### src/lesdp_pkg.sv
// Shared types and constants for the largest empty square finder.
`timescale 1ns / 1ps
`default_nettype none
package lesdp_pkg;

   localparam int VALUE_W = 11;
   localparam int POS_W   = 10;
   localparam int LEN_W   = 11;

   localparam logic [VALUE_W-1:0] VALUE_MAX = {VALUE_W{1'b1}};
   localparam logic [LEN_W-1:0]   ROW_LENGTH_RESET = LEN_W'(1);

   localparam int DEF_MAX_WIDTH  = 1024;
   localparam int DEF_MAX_HEIGHT = 1024;

   typedef struct packed {
      logic cell_free;
      logic last_cell;
   } req_type;

   typedef struct packed {
      logic [VALUE_W-1:0] best_size;
      logic [POS_W-1:0]   best_row;
      logic [POS_W-1:0]   best_col;
   } rsp_type;

   // Control carried from the sequencer into the update stage.
   typedef struct packed {
      logic valid;
      logic last;
      logic free;
      logic on_border;
      logic fwd;
   } ctl_type;

endpackage
`default_nettype wire

### src/lesdp_cell.sv
// Square size update, line buffer write-back and best square tracking.
`timescale 1ns / 1ps
`default_nettype none
module lesdp_cell #(
   parameter int COL_W = 10,
   parameter int ROW_W = 10
) (
   input  wire logic                          clock,
   input  wire logic                          reset,
   input  wire lesdp_pkg::ctl_type            ctl,
   input  wire logic [COL_W-1:0]              col,
   input  wire logic [ROW_W-1:0]              row,
   input  wire logic [lesdp_pkg::VALUE_W-1:0] rd_data,
   output logic                               wr_en,
   output logic [COL_W-1:0]                   wr_addr,
   output logic [lesdp_pkg::VALUE_W-1:0]      wr_data,
   output logic                               res_valid,
   output lesdp_pkg::rsp_type                 res
);

   localparam int VW = lesdp_pkg::VALUE_W;

   logic [VW-1:0]    left_ff, upleft_ff;
   logic [VW-1:0]    best_ff, best_in;
   logic [ROW_W-1:0] best_row_ff, best_row_in;
   logic [COL_W-1:0] best_col_ff, best_col_in;
   logic [VW-1:0]    up;
   logic [VW-1:0]    low;
   logic [VW:0]      grown;
   logic [VW-1:0]    v;

   always_comb begin
      up  = ctl.fwd ? left_ff : rd_data;
      low = left_ff;
      if (up < low) begin
         low = up;
      end
      if (upleft_ff < low) begin
         low = upleft_ff;
      end
      grown = {1'b0, low} + (VW+1)'(1);

      if (!ctl.free) begin
         v = '0;
      end else if (ctl.on_border) begin
         v = VW'(1);
      end else if (grown[VW]) begin
         v = lesdp_pkg::VALUE_MAX;
      end else begin
         v = grown[VW-1:0];
      end

      if (v > best_ff) begin
         best_in     = v;
         best_row_in = row;
         best_col_in = col;
      end else begin
         best_in     = best_ff;
         best_row_in = best_row_ff;
         best_col_in = best_col_ff;
      end
   end

   assign wr_en   = ctl.valid;
   assign wr_addr = col;
   assign wr_data = v;

   assign res_valid     = ctl.valid && ctl.last;
   assign res.best_size = best_in;
   assign res.best_row  = lesdp_pkg::POS_W'(best_row_in);
   assign res.best_col  = lesdp_pkg::POS_W'(best_col_in);

   always_ff @(posedge clock) begin
      if (reset) begin
         left_ff     <= '0;
         upleft_ff   <= '0;
         best_ff     <= '0;
         best_row_ff <= '0;
         best_col_ff <= '0;
      end else if (ctl.valid) begin
         left_ff   <= v;
         upleft_ff <= up;
         if (ctl.last) begin
            best_ff     <= '0;
            best_row_ff <= '0;
            best_col_ff <= '0;
         end else begin
            best_ff     <= best_in;
            best_row_ff <= best_row_in;
            best_col_ff <= best_col_in;
         end
      end
   end

endmodule
`default_nettype wire

### config.mk
export PLATFORM = sky130hd
export DESIGN_NAME = lesdp_cell
export DESIGN_NICKNAME = d
export VERILOG_FILES = /design/src/lesdp_pkg.sv /design/src/lesdp_cell.sv
export SDC_FILE = /design/constraint.sdc
export NUM_CORES = 1
export LEC_CHECK = 0
export ABC_AREA = 0
export BUFFER_PORTS_ARGS = -buffer_cell sky130_fd_sc_hd__buf_2
export CAP_MARGIN = 10
export CORE_ASPECT_RATIO = 0.8
export CORE_MARGIN = 1.5
export CORE_UTILIZATION = 50
export CTS_CLUSTER_DIAMETER = 60
export DETAILED_ROUTE_END_ITERATION = 6
export PLACE_DENSITY = 0.71
export RECOVER_POWER = 25
export SETUP_SLACK_MARGIN = 0.1
export SYNTH_ARGS = -nofsm -noshare
export SYNTH_HDL_FRONTEND = slang
export SYNTH_SLANG_ARGS = --single-unit
### constraint.sdc
create_clock -name clock -period 14.2 [get_ports clock]
set_input_delay 2.13 -clock clock [delete_from_list [all_inputs] [get_ports clock]]
set_output_delay 2.13 -clock clock [all_outputs]
set_load 0.005 [all_outputs]
==> flow_summary.json <==
{
  "avgSynthCellArea_sq_um": 8.122,
  "drt_pass1_iterations": 5,
  "area_growth_pct": 11.67,
  "ir_worst_vdd_mv": 0.06721,
  "synthCells": 515,
  "end_kind": "primary output",
  "slowest_delay_ns": 0.91,
  "hold_start": "best_ff[7]",
  "hold_path.class": "reg -> reg",
  "fin_crit_ns": 12.75,
  "status": "finished with violations",
  "dieArea_sq_um": 8927,
  "crit_buf_inv": 3,
  "numPlacedInstances": 680,
  "syn_area_sq_um": 4183,
  "fp-row-count": 29,
  "start_util": 0.5216,
  "core_region_area_sq_um": 8019,
  "clock_sinks": 53,
  "htreeDepth": 2,
  "clock_latency_ns": 0.32,
  "routed_via_density": 6.094,
  "startpoint_type": "primary input",
  "hold_end": "best_ff[7]",
  "synth-simple-area-share": 0.1861,
  "ys_async_sr_fraction": 0,
  "r2r_setup_slack_ns": 5.39,
  "clock_path_buffers": 2,
  "r2r_cells": 33,
  "synth_top_family_by_area": "compound AO/OA/AOI/OAI gates",
  "synth_xor_area_frac": 0.01047,
  "worst_path_most_repeated_cell": "nand2_1",
  "synth-compound-area-share": 0.2611,
  "final_util": 0.5825,
  "grt_use_total": 0.2681,
  "antenna_found_initial": 0,
  "finalHoldViolations": 0,
  "cp.arrival_ns": 10.62,
  "ctsHoldBuffers": 0,
  "r2r_end": "best_ff[3]",
  "io_buffers": 91,
  "ys_ff_latch": 53,
  "synth_nets": 585,
  "yosys-mux-area-fraction": 0.1185,
  "drc": 0,
  "cp_slowest_cell": "o21ai_2",
  "fmax_mhz": 78.45,
  "rsz0062_at_grt": "false",
  "max_slew.worst_pin.slew_ns": 2.181,
  "fin_setup_tns_ns": 0,
  "path_clk_slew_ns": 0.11,
  "grt_pass1_wl_microns": 19460,
  "r2r_start": "left_ff[2]",
  "synth_edf_count": 0,
  "cts_tree": "built",
  "wire_per_inst_microns": 17.31,
  "maxCapViolCount": 2,
  "yosysWarningCount": 0,
  "finalNetCount": 649,
  "hpwlAfterDp_microns": 9203,
  "grt_max_degree": 50,
  "synth_cell_types": 64,
  "fp.dieH_microns": 84.81,
  "final-setup-viol-count": 0,
  "slew_viol_final": 50,
  "fillers": 771,
  "grt_overflow_total": 0,
  "postCtsSetupBuffers": 0,
  "final.setup_skew_ns": 0.01479,
  "die_x_microns": 105.3,
  "finalNonFillerCells": 688,
  "critical_path_required_ns": 12.07,
  "ioPinCount": 92,
  "root_buffer": "clkbuf_8",
  "cts_resized": 0,
  "synth_top_area_share": 0.2537,
  "holdPathStages": 2,
  "synth_seq_area_share": 0.2537,
  "vias": 4193,
  "violations": "capacitance limit, slew limit",
  "min_period_over_period": 0.8977,
  "critical_path_class": "in -> out",
  "synthAdderAreaFrac": 0.09572,
  "p_leak_nw": 1.997,
  "synth_top_area_cell": "dfxtp_1",
  "synthFlopType": "dfxtp_1",
  "grt_pass1_vias": 3927,
  "yosys-top-cells-area": "dfxtp_1 25%, ha_1 9.6%, mux2_2 7.5%, nor2_1 5.8%, mux2i_1 4.3%",
  "crit_family": "compound AO/OA/AOI/OAI gates",
  "insertedDiodeCount": 0,
  "relSlewSlack": -0.4541,
  "numCtsBuffers": 5,
  "gp_congestion": 0.9742,
  "final_layout_size_suffix_gt1_frac": 0.2362,
  "wirelength_microns": 11910,
  "antenna_left": 0,
  "critPathMaxFanout": 32,
  "drt_first_iter_violations": 306,
  "p_per_area_nw_per_um2": 115.5
}
-- Yosys cell counts (3+ instances only) --
cell      count
buf_4        12
nor2b_1       5
mux2i_1      18
a21oi_1      24
and2_1        3
o21ai_0      20
or3_1         3
o22ai_1       7
ha_1         32
o21a_1        7
a22oi_1      21
dfxtp_1      53
buf_1         4
mux2_2       28
nor3_1        9
clkbuf_1     16
o21ai_1       3
nand4_1       7
o31ai_1       3
a211oi_1     12
o32ai_1      10
nand2_1      38
o211ai_1      4
nor2_1       65
a21o_1        6
buf_2         3
inv_1        31
xor2_1        3
nand2b_1     10
nand3_1      14
-- through the flow --
| step | setup slack [ns] | cell area, sq um | power [mW] | hold slack [ns] |
|---|---|---|---|---|
| final | 1.452 | 4671 | 0.5396 | 0.4631 |
| after global routing | 0.5864 | 4671 | 0.5755 | 0.4881 |
| after CTS | 1.575 | 4695 | 0.5391 | 0.4679 |
| after detailed placement | 1.583 | 4597 | 0.4431 | 0.4425 |
| after global placement | 1.871 | 4597 | 0.4389 | 0.4366 |
| after floorplan | 2.961 | 4183 | 0.3639 | 0.4250 |
-- where the power goes --
| part | total [mW] | switching, mW | internal (mW) |
|---|---|---|---|
| combinational | 0.278 | 0.158 | 0.120 |
| clock | 0.0952 | 0.0581 | 0.0371 |
| sequential | 0.166 | 0.00832 | 0.158 |
-- cell families after synthesis --
| logic type | after synthesis |
|---|---|
| AOI/OAI and AO/OA | 144 |
| muxes | 46 |
| adders and majority gates | 32 |
| buffers and inverters | 68 |
| DFF | 53 |
| and+or+nand+nor | 167 |
| xor gates and xnor gates | 5 |
-- placed cells by master, fill, tap and decap left out, types with 3 or more instances in the layout --
cell | netlist | final
nand2_1 | 38 | 38
dfxtp_1 | 53 | 53
a211oi_1 | 12 | 12
inv_1 | 31 | 31
a21oi_1 | 24 | 24
nor3_1 | 9 | 9
a21o_1 | 6 | 6
or3_1 | 3 | 3
nand2b_1 | 10 | 10
buf_2 | 3 | 86
xor2_1 | 3 | 3
clkbuf_8 | 0 | 5
o21ai_0 | 20 | 20
ha_1 | 32 | 32
a22oi_1 | 21 | 21
o32ai_1 | 10 | 10
clkbuf_1 | 16 | 5
nor2_1 | 65 | 65
o211ai_1 | 4 | 4
o31ai_1 | 3 | 3
nand3_1 | 14 | 14
o21ai_1 | 3 | 3
mux2_2 | 28 | 28
nand4_1 | 7 | 7
o22ai_1 | 7 | 7
o21a_1 | 7 | 7
mux2i_1 | 18 | 18
nor2b_1 | 5 | 5
-- per-layer routing --
metal	up-vias	wire length, microns	track usage
li1	1998	-	-
met1	1977	5364	0.3707
met2	192	5452	0.4326
met3	26	875	0.04503
met4	0	213	0.07223
met5	-	0	0
-- how the worst max path moves through the flow --
stage          cells past startpoint    from       to  slack, ns
3_5_place_dp                      33  ctl[0]  res[22]       1.58
6_report                          33  ctl[0]  res[22]       1.45
4_1_cts                           33  ctl[0]  res[22]       1.57
2_1_floorplan                     36  ctl[0]  res[20]       2.96
3_3_place_gp                      33  ctl[0]  res[28]       1.87
5_1_grt                           34  ctl[0]  res[22]       0.59
-- worst min-delay path: stages, from the launching register on --
cell and delay, ns:
dfxtp_1 0.34, nand2_1 0.04, o21ai_0 0.05
-- final cells by class --
class	instances	area [sq um]	share of cell area
Clock buffer	5	68.82	0.01473
Timing Repair Buffer	93	464.2	0.09938
Inverter	32	120.1	0.02572
Tap cell	108	135.1	0.02893
Multi-Input combinational cell	394	2793	0.5979
Sequential cell	53	1061	0.2272
Clock inverter	3	28.78	0.006161
-- registers in the layout, indices dropped and copies added (netlist names) --
name / count
best_col_ff: 10
best_ff: 11
best_row_ff: 10
left_ff: 11
upleft_ff: 11
Note: power is estimated with default switching activity, not from simulation.
