### src/lesdp_pkg.sv
// Shared types and constants for the largest empty square finder.
`timescale 1ns / 1ps
`default_nettype none
package lesdp_pkg;

   localparam int VALUE_W = 11;
   localparam int POS_W   = 10;
   localparam int LEN_W   = 11;

   localparam logic [VALUE_W-1:0] VALUE_MAX = {VALUE_W{1'b1}};
   localparam logic [LEN_W-1:0]   ROW_LENGTH_RESET = LEN_W'(1);

   localparam int DEF_MAX_WIDTH  = 1024;
   localparam int DEF_MAX_HEIGHT = 1024;

   typedef struct packed {
      logic cell_free;
      logic last_cell;
   } req_type;

   typedef struct packed {
      logic [VALUE_W-1:0] best_size;
      logic [POS_W-1:0]   best_row;
      logic [POS_W-1:0]   best_col;
   } rsp_type;

   // Control carried from the sequencer into the update stage.
   typedef struct packed {
      logic valid;
      logic last;
      logic free;
      logic on_border;
      logic fwd;
   } ctl_type;

endpackage
`default_nettype wire

### src/lesdp_seq.sv
// Column and row sequencer: issues the line buffer read and stages each item.
`timescale 1ns / 1ps
`default_nettype none
module lesdp_seq #(
   parameter int MAX_WIDTH  = lesdp_pkg::DEF_MAX_WIDTH,
   parameter int MAX_HEIGHT = lesdp_pkg::DEF_MAX_HEIGHT,
   parameter int COL_W      = 10,
   parameter int ROW_W      = 10
) (
   input  wire logic                       clock,
   input  wire logic                       reset,
   input  wire logic                       accept,
   input  wire lesdp_pkg::req_type         item,
   input  wire logic [lesdp_pkg::LEN_W-1:0] row_length,
   output logic [COL_W-1:0]                rd_addr,
   output lesdp_pkg::ctl_type              ctl_ff,
   output logic [COL_W-1:0]                col_ff,
   output logic [ROW_W-1:0]                row_ff
);

   localparam int CMP_W = (COL_W + 1 > lesdp_pkg::LEN_W) ? COL_W + 1 : lesdp_pkg::LEN_W;
   localparam logic [CMP_W-1:0] WIDTH_LIM = CMP_W'(MAX_WIDTH);
   localparam logic [ROW_W-1:0] ROW_LAST  = ROW_W'(MAX_HEIGHT - 1);

   logic [COL_W-1:0] col_cnt_ff, col_cnt_in;
   logic [ROW_W-1:0] row_cnt_ff, row_cnt_in;
   logic [CMP_W-1:0] len_c;
   logic [CMP_W-1:0] col_next;
   logic [COL_W-1:0] col_c;
   logic [ROW_W-1:0] row_c;
   logic             wrap_pre;
   logic             wrap_post;
   lesdp_pkg::ctl_type ctl_in;

   function automatic logic [ROW_W-1:0] row_step(input logic [ROW_W-1:0] r);
      return (r < ROW_LAST) ? r + ROW_W'(1) : r;
   endfunction

   always_comb begin
      if (row_length == '0) begin
         len_c = CMP_W'(1);
      end else if (CMP_W'(row_length) > WIDTH_LIM) begin
         len_c = WIDTH_LIM;
      end else begin
         len_c = CMP_W'(row_length);
      end

      // A shorter row length than the current column starts a new row here.
      wrap_pre = CMP_W'(col_cnt_ff) >= len_c;
      col_c    = wrap_pre ? '0 : col_cnt_ff;
      row_c    = wrap_pre ? row_step(row_cnt_ff) : row_cnt_ff;
      col_next  = CMP_W'(col_c) + CMP_W'(1);
      wrap_post = col_next >= len_c;

      if (item.last_cell) begin
         col_cnt_in = '0;
         row_cnt_in = '0;
      end else if (wrap_post) begin
         col_cnt_in = '0;
         row_cnt_in = row_step(row_c);
      end else begin
         col_cnt_in = col_next[COL_W-1:0];
         row_cnt_in = row_c;
      end

      ctl_in.valid     = accept;
      ctl_in.last      = item.last_cell;
      ctl_in.free      = item.cell_free;
      ctl_in.on_border = (row_c == '0) || (col_c == '0);
      // The item ahead writes this same entry in this cycle.
      ctl_in.fwd       = ctl_ff.valid && (col_ff == col_c);
   end

   assign rd_addr = col_c;

   always_ff @(posedge clock) begin
      if (reset) begin
         col_cnt_ff   <= '0;
         row_cnt_ff   <= '0;
         ctl_ff.valid <= 1'b0;
      end else begin
         ctl_ff.valid <= ctl_in.valid;
         if (accept) begin
            col_cnt_ff <= col_cnt_in;
            row_cnt_ff <= row_cnt_in;
         end
      end
      if (accept) begin
         ctl_ff.last      <= ctl_in.last;
         ctl_ff.free      <= ctl_in.free;
         ctl_ff.on_border <= ctl_in.on_border;
         ctl_ff.fwd       <= ctl_in.fwd;
         col_ff           <= col_c;
         row_ff           <= row_c;
      end
   end

endmodule
`default_nettype wire

### config.mk
export PLATFORM = sky130hd
export DESIGN_NAME = lesdp_seq
export DESIGN_NICKNAME = d
export VERILOG_FILES = /design/src/lesdp_pkg.sv /design/src/lesdp_seq.sv
export SDC_FILE = /design/constraint.sdc
export NUM_CORES = 1
export LEC_CHECK = 0
export BUFFER_PORTS_ARGS = -buffer_cell sky130_fd_sc_hd__buf_2
export CAP_MARGIN = 20
export CORE_ASPECT_RATIO = 1.4
export CORE_UTILIZATION = 41
export DETAILED_ROUTE_END_ITERATION = 10
export GPL_TIMING_DRIVEN = 0
export PLACE_DENSITY = 0.65
export SLEW_MARGIN = 20
export SYNTH_ARGS = -nofsm -noshare
export SYNTH_HDL_FRONTEND = slang
export SYNTH_SLANG_ARGS = --single-unit
### constraint.sdc
create_clock -name clock -period 5.7 [get_ports clock]
set_input_delay 0.57 -clock clock [delete_from_list [all_inputs] [get_ports clock]]
set_output_delay 0.57 -clock clock [all_outputs]
set_load 0.01 [all_outputs]
==> results, run 1 <==
- Setup violations remaining at the end of the flow were counted as 0.
- Summing internal, switching and leakage power gives 645.8 uW.
- Ranked by total cell area, the synthesized netlist is headed by sky130_fd_sc_hd__edfxtp_1 22%, sky130_fd_sc_hd__dfxtp_1 13%, sky130_fd_sc_hd__ha_1 10%.
- The finished layout holds 507 standard cells, fillers aside.
- The via count of the first global-routing pass came to 2773.
- The combinational group share of total power is 14.2%.
- The global-route usage over all layers is 20.16%.
- The async set-reset flop share out of synthesis is 0%.
- The die covers 8225 sq um.
- The fmax is 0.1878 GHz.
- At the pin with the least slew margin, the transition time is 603.1 ps.
- The number of detailed-routing iterations run before antenna repair is 4.
- STA classifies the critical path endpoint as a flip-flop.
- The CTS buffer count is 5.
- The worst path uses 93.42% of the clock period.
- The design internal power is 474.2 uW.
- The CTS root buffer is sky130_fd_sc_hd__clkbuf_8.
- The count of H-tree levels built during CTS is 2.
- The post-synthesis xor/xnor area fraction is 7.337%.
- The share of power burned in the clock network is 29.8%.
- Setup repair after global routing left no endpoint under its margin.
- In this run the remaining antenna-violating nets after routing total 0.
- The path class of the tightest hold or removal check is input pin to flip-flop.
- The layout has 750 filler cells.
- The synthesized netlist devotes 23.91% of its cell area to simple gates.
- A synthesized cell averages 9.183 sq um.
- IR analysis of the VDD net gives a maximum drop of 0.1559 mV.
- Max-cap violations in this run came to 0.
- Port buffering added 50 buffers.
- The startpoint type of the worst setup path is an input pin.
- Counting tap cells, the placed design contains a total of 498 instances.
- The total power density per cell area is 174.5 nW/um^2.
- The chip height is 106.9 um.
- The run finished with clean final reports.
- The setup clock skew after layout is 4.123 ps.
- The clock transition at the register clock pins on the worst setup and hold paths after CTS is 80 ps.
- The number of different library cells used by synthesis comes to 68.
- The synthesis-stage register bit count is 45.
- The data arrival time of the critical path is 5520 ps.
- The number of diodes is 0.
- The number of max-slew violations in the final report is 0.
- Summed over all instances, the cell type with the most area after synthesis is sky130_fd_sc_hd__edfxtp_1.
- The count of pins on the block boundary is 51.
- After detailed routing, the number of vias per cell comes to 5.525.
- The number of nets in the synthesized netlist is 393.
- The congestion estimate from routability-driven global placement came to 0.9577.
- The fraction of synthesized area in multiplexers is 2.213%.
- The via count is 2801.
- For this run, design rule violations remaining after detail routing come to 0.
- The total count of hold-check failures in the final report came to 0.
- The number of clock sinks is 45.
- Global routing finished with a remaining overflow of 0.
- The synthesized design contains 24 enable-type register cells.
- The worst-path maximum fanout is 10.
- In this run the biggest area consumer among cell types represents 22.36% of the synthesized area.
- By area, the combinational part of the netlist is dominated by simple AND/OR/NAND/NOR gates.
- The width of the die is 76.94 um.
- The placeable core area is 7500 sq um.
- Cells with a size suffix above 1 make up 22.20% of the layout.
- The number of antenna violations at the first check in global routing is 0.
- The wire length of the first global-routing pass is 12920 um.
- The detailed router finished its first iteration with 160 violations.
- The total area of multi-input combinational cells is 1977 sq um.
- The adder-cell share of the synthesized area is 10.09%.
- The floorplan row count is 37.
- The routed design has 7786 um of wire.
- The smallest clock period supported by the final layout is computed as 5325 ps.
- In the final routed layout, each cell accounts on average for 15.36 um.
- The post-synthesis compound-gate area fraction is 17.31%.
- Sequential cells account for 56.0% of the total power.
- Entering global routing, the biggest net connects 29 pins.
- STA puts the critical path data required time at 5900 ps.
- The total leakage power is 1.583 nW.
- The insertion delay of the later-clocked pin in the worst-skew pair is 300 ps.
- The TritonCTS clock tree is built.
- The deepest clock path buffer count is 2.
- Net switching is 26.57% of the power.
- The power dissipated by switching net loads is 171.6 uW.
- The area overhead of the layout relative to synthesis is 14.83%.
- Summed over all nets, the half-perimeter wirelength after detailed placement is 6215 um.
- After synthesis the cells add up to 3223 sq um.
- The remaining max-slew budget at the tightest pin is 59.79%.
- The final layout contains 451 nets.
- Across all hold checks on the routed design, the worst slack comes to 440.7 ps.
- The sum of negative setup slack is 0 ps.
- Among all flip-flop cells after synthesis, the most frequent one is sky130_fd_sc_hd__edfxtp_1.
- The number of synthesis warnings is 0.
- The initial utilization of the core area, before any placement, comes to 42.98%.
- The sequential-to-total area share from yosys stat is 35.40%.
- The critical path in this run is classified as input pin to flip-flop.
- The number of hold buffers added after CTS is 0.
- The number of instances in the synthesized netlist is 351.
- The combined flip-flop and latch cell area is 1141 sq um.
## synthesized netlist by cell type, types with 7 or more instances
library cell / instances
sky130_fd_sc_hd__xor2_1: 14
sky130_fd_sc_hd__nor3_1: 7
sky130_fd_sc_hd__nor2b_1: 8
sky130_fd_sc_hd__a21oi_1: 14
sky130_fd_sc_hd__dfxtp_1: 21
sky130_fd_sc_hd__nand2_1: 44
sky130_fd_sc_hd__and3_1: 9
sky130_fd_sc_hd__inv_1: 18
sky130_fd_sc_hd__nand3_1: 11
sky130_fd_sc_hd__nand4_1: 8
sky130_fd_sc_hd__a31oi_1: 8
sky130_fd_sc_hd__nor2_1: 26
sky130_fd_sc_hd__edfxtp_1: 24
sky130_fd_sc_hd__ha_1: 26
sky130_fd_sc_hd__xnor2_1: 13
sky130_fd_sc_hd__o21ai_0: 10
## what timing repair did
item | in CTS | in global routing
endpoints found under the hold margin | 0 | 0
pin swaps | 1 | 0
resized for setup | 2 | 5
buffers inserted | 1 | 0
endpoints found under the setup margin | 5 | 12
## kinds of logic after synthesis
group	Yosys count
AND/OR/NAND/NOR	145
AO/OA/AOI/OAI	73
flip-flops	45
buffers and inverters	29
XOR/XNOR	27
adder cells (fa/ha/maj)	26
multiplexers	6
## through the flow
step / util [%] / area [sq um] / setup WS (ps)
final: 49.35 / 3701 / 375.3
after global routing: 49.35 / 3701 / 35.39
after CTS: 49.18 / 3689 / 152.8
after detailed placement: 47.93 / 3595 / -607.4
after global placement: 47.93 / 3595 / -492.6
after floorplan: - / 3223 / 585.5
## state kept, by name, indices dropped and copies added (netlist names)
register    count
col_cnt_ff     10
col_ff         10
row_cnt_ff     10
row_ff         10
ctl_ff          5
## cell type report
cell class,instances,area share (%)
clock buffers,6,1.961
repair buffers,51,6.964
plain buffers,11,1.454
multi-input cells,277,53.41
clock inverters,2,0.2705
flip-flops and latches,45,30.83
inverters,18,1.826
well taps,97,3.279
## cell usage in the layout (no fill, tap or decap), drive strengths merged, types with 2 or more instances in the layout
cell type and instances:
a211oi 4, a21oi 17, a22o 2, a2bb2oi 3, a31oi 8, a32o 3, and3 9, and4 2
buf 56, clkbuf 12, clkinv 2, dfxtp 21, edfxtp 24, ha 26, inv 18, mux2 3
mux2i 3, nand2 44, nand2b 6, nand3 12, nand3b 3, nand4 9, nor2 29, nor2b 8
nor3 11, nor4 4, o211ai 2, o21a 2, o21ai 16, o31ai 2, or2 3, xnor2 13
xor2 14
## power groups by stage
stage	Combinational, mW	Clock [mW]	Sequential (mW)
detailed placement	0.0905	0	0.369
global route	0.104	0.209	0.363
floorplan	0.0514	0	0.373
CTS	0.0920	0.196	0.362
finish	0.0916	0.192	0.362
global placement	0.0890	0	0.369
## routing by layer
| metal | vias to the layer above | part of all wire, % | wire length (um) | GRT usage, % |
|---|---|---|---|---|
| met5 | - | 0 | 0 | 0 |
| met4 | 0 | 5.2 | 403 | 12.77 |
| met3 | 29 | 2.3 | 177 | 2.553 |
| met2 | 64 | 52 | 4078 | 36.86 |
| met1 | 1306 | 40 | 3127 | 21.72 |
| li1 | 1402 | - | - | - |
## worst paths after layout
kind                   from             to  slack, ps  cells past startpoint
min                 item[1]      ctl_ff[2]        440                      1
max          row_length[10]  row_cnt_ff[8]        380                     24
min reg2reg   row_cnt_ff[9]  row_cnt_ff[9]        540                      2
max reg2reg   col_cnt_ff[8]  row_cnt_ff[8]        790                     20
## critical path: stages
cell                        delay, ps
sky130_fd_sc_hd__buf_2            130
sky130_fd_sc_hd__inv_1             60
sky130_fd_sc_hd__clkbuf_2         210
sky130_fd_sc_hd__nand2_1          130
sky130_fd_sc_hd__ha_1             340
sky130_fd_sc_hd__a211oi_2         250
sky130_fd_sc_hd__nor3_2           110
sky130_fd_sc_hd__or2_1            250
sky130_fd_sc_hd__nor2_1           260
sky130_fd_sc_hd__buf_4            230
sky130_fd_sc_hd__nand2_1          130
sky130_fd_sc_hd__inv_1            160
sky130_fd_sc_hd__ha_1             200
sky130_fd_sc_hd__nand4_1          150
sky130_fd_sc_hd__nor2_1           190
sky130_fd_sc_hd__and3_1           210
sky130_fd_sc_hd__xor2_1           200
sky130_fd_sc_hd__ha_1             270
sky130_fd_sc_hd__a2111oi_1        440
sky130_fd_sc_hd__o21ai_2          220
sky130_fd_sc_hd__nand3_1          210
sky130_fd_sc_hd__nor2_2            90
sky130_fd_sc_hd__a31o_2           250
sky130_fd_sc_hd__a32o_1           230
Power figures use the tool's default switching activity.
==> inputs of run 2 (changes only) <==
Settings changed: CAP_MARGIN 20 to unset, MAX_ROUTING_LAYER set to met4.
==> run 2 against run 1 <==
Net effect: count of clock-buffer cells in the layout grew 1; worst setup slack better by 22 ps; total power hardly changed; fmax grew 0.42%; highest routed layer unchanged.
==> results, run 2 (synthesis results as in run 1) <==
- The placeable core area is 7500 sq um (unchanged).
- The total power density per cell area is 174.7 nW/um^2 (about the same).
- The power dissipated by switching net loads is 171.8 uW (about the same).
- The worst-case vdd ir drop is 0.1624 mV (+4.2%).
- The tree is rooted in a sky130_fd_sc_hd__clkbuf_8.
- The count of H-tree levels built during CTS was 2 (unchanged).
- The number of buffers inserted by port buffering was 50 (unchanged).
- The TritonCTS clock tree is built.
- The deepest clock path buffer count is 2 (unchanged).
- The fmax came to 0.1886 GHz (+0.42%).
- The number of cells after detailed placement is 498 (unchanged).
- The setup slack after placement is -600.7 ps (+6.698 ps).
- The total setup violations reported at the end of the flow is 0 (unchanged).
- The design internal power was 474.6 uW (about the same).
- The floorplan row count is 37 (unchanged).
- The data arrival time of the critical path was 5500 ps (-20 ps).
- The routed wirelength normalized by instance count is 15.75 um (+2.6%).
- The final net count is 450 (-0.22%).
- The CTS buffer count is 5 (unchanged).
- The sum of negative setup slack is 0 ps (unchanged).
- The worst-case reg-to-reg path depth is 20 (unchanged).
- The wire length of the first global-routing pass was 12940 um (+0.22%).
- The HPWL reported at the end of detailed placement is 6361 um (+2.4%).
- The non-filler instance count after layout was 506 (-0.20%).
- The remaining antenna violation count came to 0 (unchanged).
- The share of power burned in the clock network is 29.7% (about the same).
- The combinational group share of total power came to 14.3% (about the same).
- The maximum number of pins on one net before global-route repair was 29 (unchanged).
- The number of max-cap violations is 0 (unchanged).
- The required time of the worst setup path is 5900 ps (about the same).
- The post-CTS setup-driven buffer insertion count came to 0 (-1).
- The share of the clock period used by the worst path after layout came to 93.03% (-0.39 points).
- The total leakage power is 1.575 nW (-0.52%).
- The number of filler cells placed in the layout came to 753 (+0.40%).
- The class of the worst hold path is input pin to flip-flop.
- STA classifies the critical path endpoint as a flip-flop.
- The global placement routability congestion is 0.8903 (-7.0%).
- The number of diodes is 0 (unchanged).
- The clock transition at the register clock pins on the worst setup and hold paths after CTS came to 80 ps (about the same).
- The number of clock sinks came to 45 (unchanged).
- The die footprint is 8225 sq um (unchanged).
- STA classifies the critical path startpoint as an input pin.
- The global-route usage over all layers is 20.73% (+0.57 points).
- The placement-stage cell area is 3595 sq um (unchanged).
- The leftover overflow at the end of global routing was 0 (unchanged).
- The number of max-slew violations in the final report is 0 (unchanged).
- The transition time of the tightest slew-check pin is 592.8 ps (-10.31 ps).
- The final critical-path required period is 5302 ps (-22.22 ps).
- The width of the die was 76.94 um (unchanged).
- The power after layout is 646.4 uW (about the same).
- The area overhead of the layout relative to synthesis is 14.83% (unchanged).
- The via count is 2815 (+0.50%).
- The count of cells along the worst hold path is 1 (unchanged).
- The detailed-route DRC error count is 0 (unchanged).
- The final non-filler cell area was 3701 sq um (unchanged).
- The via count of the first global-routing pass is 2753 (-0.72%).
- The initial cell density of the core was 42.98% (unchanged).
- The commonest non-fill, non-tap cell in the layout is sky130_fd_sc_hd__buf_2.
- The worst-path maximum fanout came to 10 (unchanged).
- The fraction of final layout cells sized beyond drive strength 1 is 21.76% (-0.43 points).
- Setup repair after global routing left no endpoint under its margin.
- The worst setup margin was 397.5 ps (+22.22 ps).
- The number of detailed-routing iterations run before antenna repair was 4 (unchanged).
- In the layout the commonest cells are 52 x sky130_fd_sc_hd__buf_2, 44 x sky130_fd_sc_hd__nand2_1, 26 x sky130_fd_sc_hd__nor2_1, 26 x sky130_fd_sc_hd__ha_1, 24 x sky130_fd_sc_hd__edfxtp_1.
- The final wirelength came to 7971 um (+2.4%).
- The critical path in this run is classified as input pin to flip-flop.
- The remaining max-slew budget at the tightest pin is 60.48% (+0.69 points).
- The count of pins on the block boundary is 51 (unchanged).
- The worst hold-check slack is 442.1 ps (+1.403 ps).
- The run finished with clean final reports.
- The insertion delay of the later-clocked pin in the worst-skew pair is 300 ps (about the same).
- The chip height is 106.9 um (unchanged).
- The number of antenna violations at the first check in global routing is 0 (unchanged).
- The part of the power in registers is 56.0% (about the same).
- The switching fraction of total power came to 26.57% (about the same).
- The total count of hold-check failures in the final report is 0 (unchanged).
- The first-iteration detailed-routing DRC count was 206 (+29%).
- The via count normalized by instance count is 5.563 (+0.70%).
- The utilization of the core after routing is 49.35% (unchanged).
- The setup clock skew after layout is 7.091 ps (+2.968 ps).
-- run 2: changes by cell type in the layout (fill, tap and decap cells not counted), sizes merged --
cell | previous run | this run
buf | 56 | 55
clkbuf | 12 | 13
clkinv | 2 | 1
-- run 2: final cells by class --
| type | count | area [sq um] | area share, % |
|---|---|---|---|
| inverters | 18 | 67.56 | 1.826 |
| repair buffers | 50 | 250.2 | 6.761 |
| well taps | 97 | 121.4 | 3.279 |
| clock inverters | 1 | 3.754 | 0.1014 |
| multi-input cells | 277 | 1987 | 53.69 |
| flip-flops and latches | 45 | 1141 | 30.83 |
| clock buffers | 7 | 76.32 | 2.062 |
| plain buffers | 11 | 53.80 | 1.454 |
-- run 2: per-layer routing --
metal / vias to the layer above / global-route usage [%] / share of wire (%)
met4: 0 / 10.44 / 4.1
li1: 1400 / - / -
met3: 27 / 2.298 / 2.9
met5: - / - / 0
met2: 76 / 38.78 / 54
met1: 1312 / 21.20 / 39
-- run 2: critical path, stage by stage --
cell and delay [ps]:
sky130_fd_sc_hd__buf_2 130, sky130_fd_sc_hd__inv_1 70, sky130_fd_sc_hd__clkbuf_2 220, sky130_fd_sc_hd__nand2_1 150, sky130_fd_sc_hd__ha_1 340, sky130_fd_sc_hd__a211oi_2 250
sky130_fd_sc_hd__nor3_2 110, sky130_fd_sc_hd__or2_1 250, sky130_fd_sc_hd__nor2_1 230, sky130_fd_sc_hd__buf_4 220, sky130_fd_sc_hd__nand2_1 140, sky130_fd_sc_hd__inv_1 160
sky130_fd_sc_hd__ha_1 200, sky130_fd_sc_hd__nand4_1 160, sky130_fd_sc_hd__nor2_1 200, sky130_fd_sc_hd__and3_1 210, sky130_fd_sc_hd__xor2_1 200, sky130_fd_sc_hd__ha_1 280
sky130_fd_sc_hd__a2111oi_1 400, sky130_fd_sc_hd__o21ai_2 220, sky130_fd_sc_hd__nand3_1 210, sky130_fd_sc_hd__nor2_2 90, sky130_fd_sc_hd__a31o_2 250, sky130_fd_sc_hd__a32o_1 230
-- run 2: repair_timing --
| action | 4_1_cts | 5_1_grt |
|---|---|---|
| hold buffers | 0 | 0 |
| pin swaps | 0 | 0 |
| gates resized for setup | 3 | 6 |
| gates cloned | 0 | 0 |
| setup endpoints to repair | 7 | 12 |
-- run 2: worst paths after layout --
path                        from       endpoint  slack, ps
setup / recovery  row_length[10]  row_cnt_ff[8]        400
hold / removal           item[1]      ctl_ff[2]        440
setup reg to reg   col_cnt_ff[8]  row_cnt_ff[8]        820
hold reg to reg    row_cnt_ff[6]  row_cnt_ff[6]        530
-- run 2: power groups by stage --
stage	Clock, mW	Combinational (mW)	Sequential (mW)
3_3_place_gp	0	0.0886	0.369
4_1_cts	0.194	0.0924	0.362
2_1_floorplan	0	0.0514	0.373
6_report	0.192	0.0924	0.362
3_5_place_dp	0	0.0907	0.370
5_1_grt	0.208	0.104	0.363
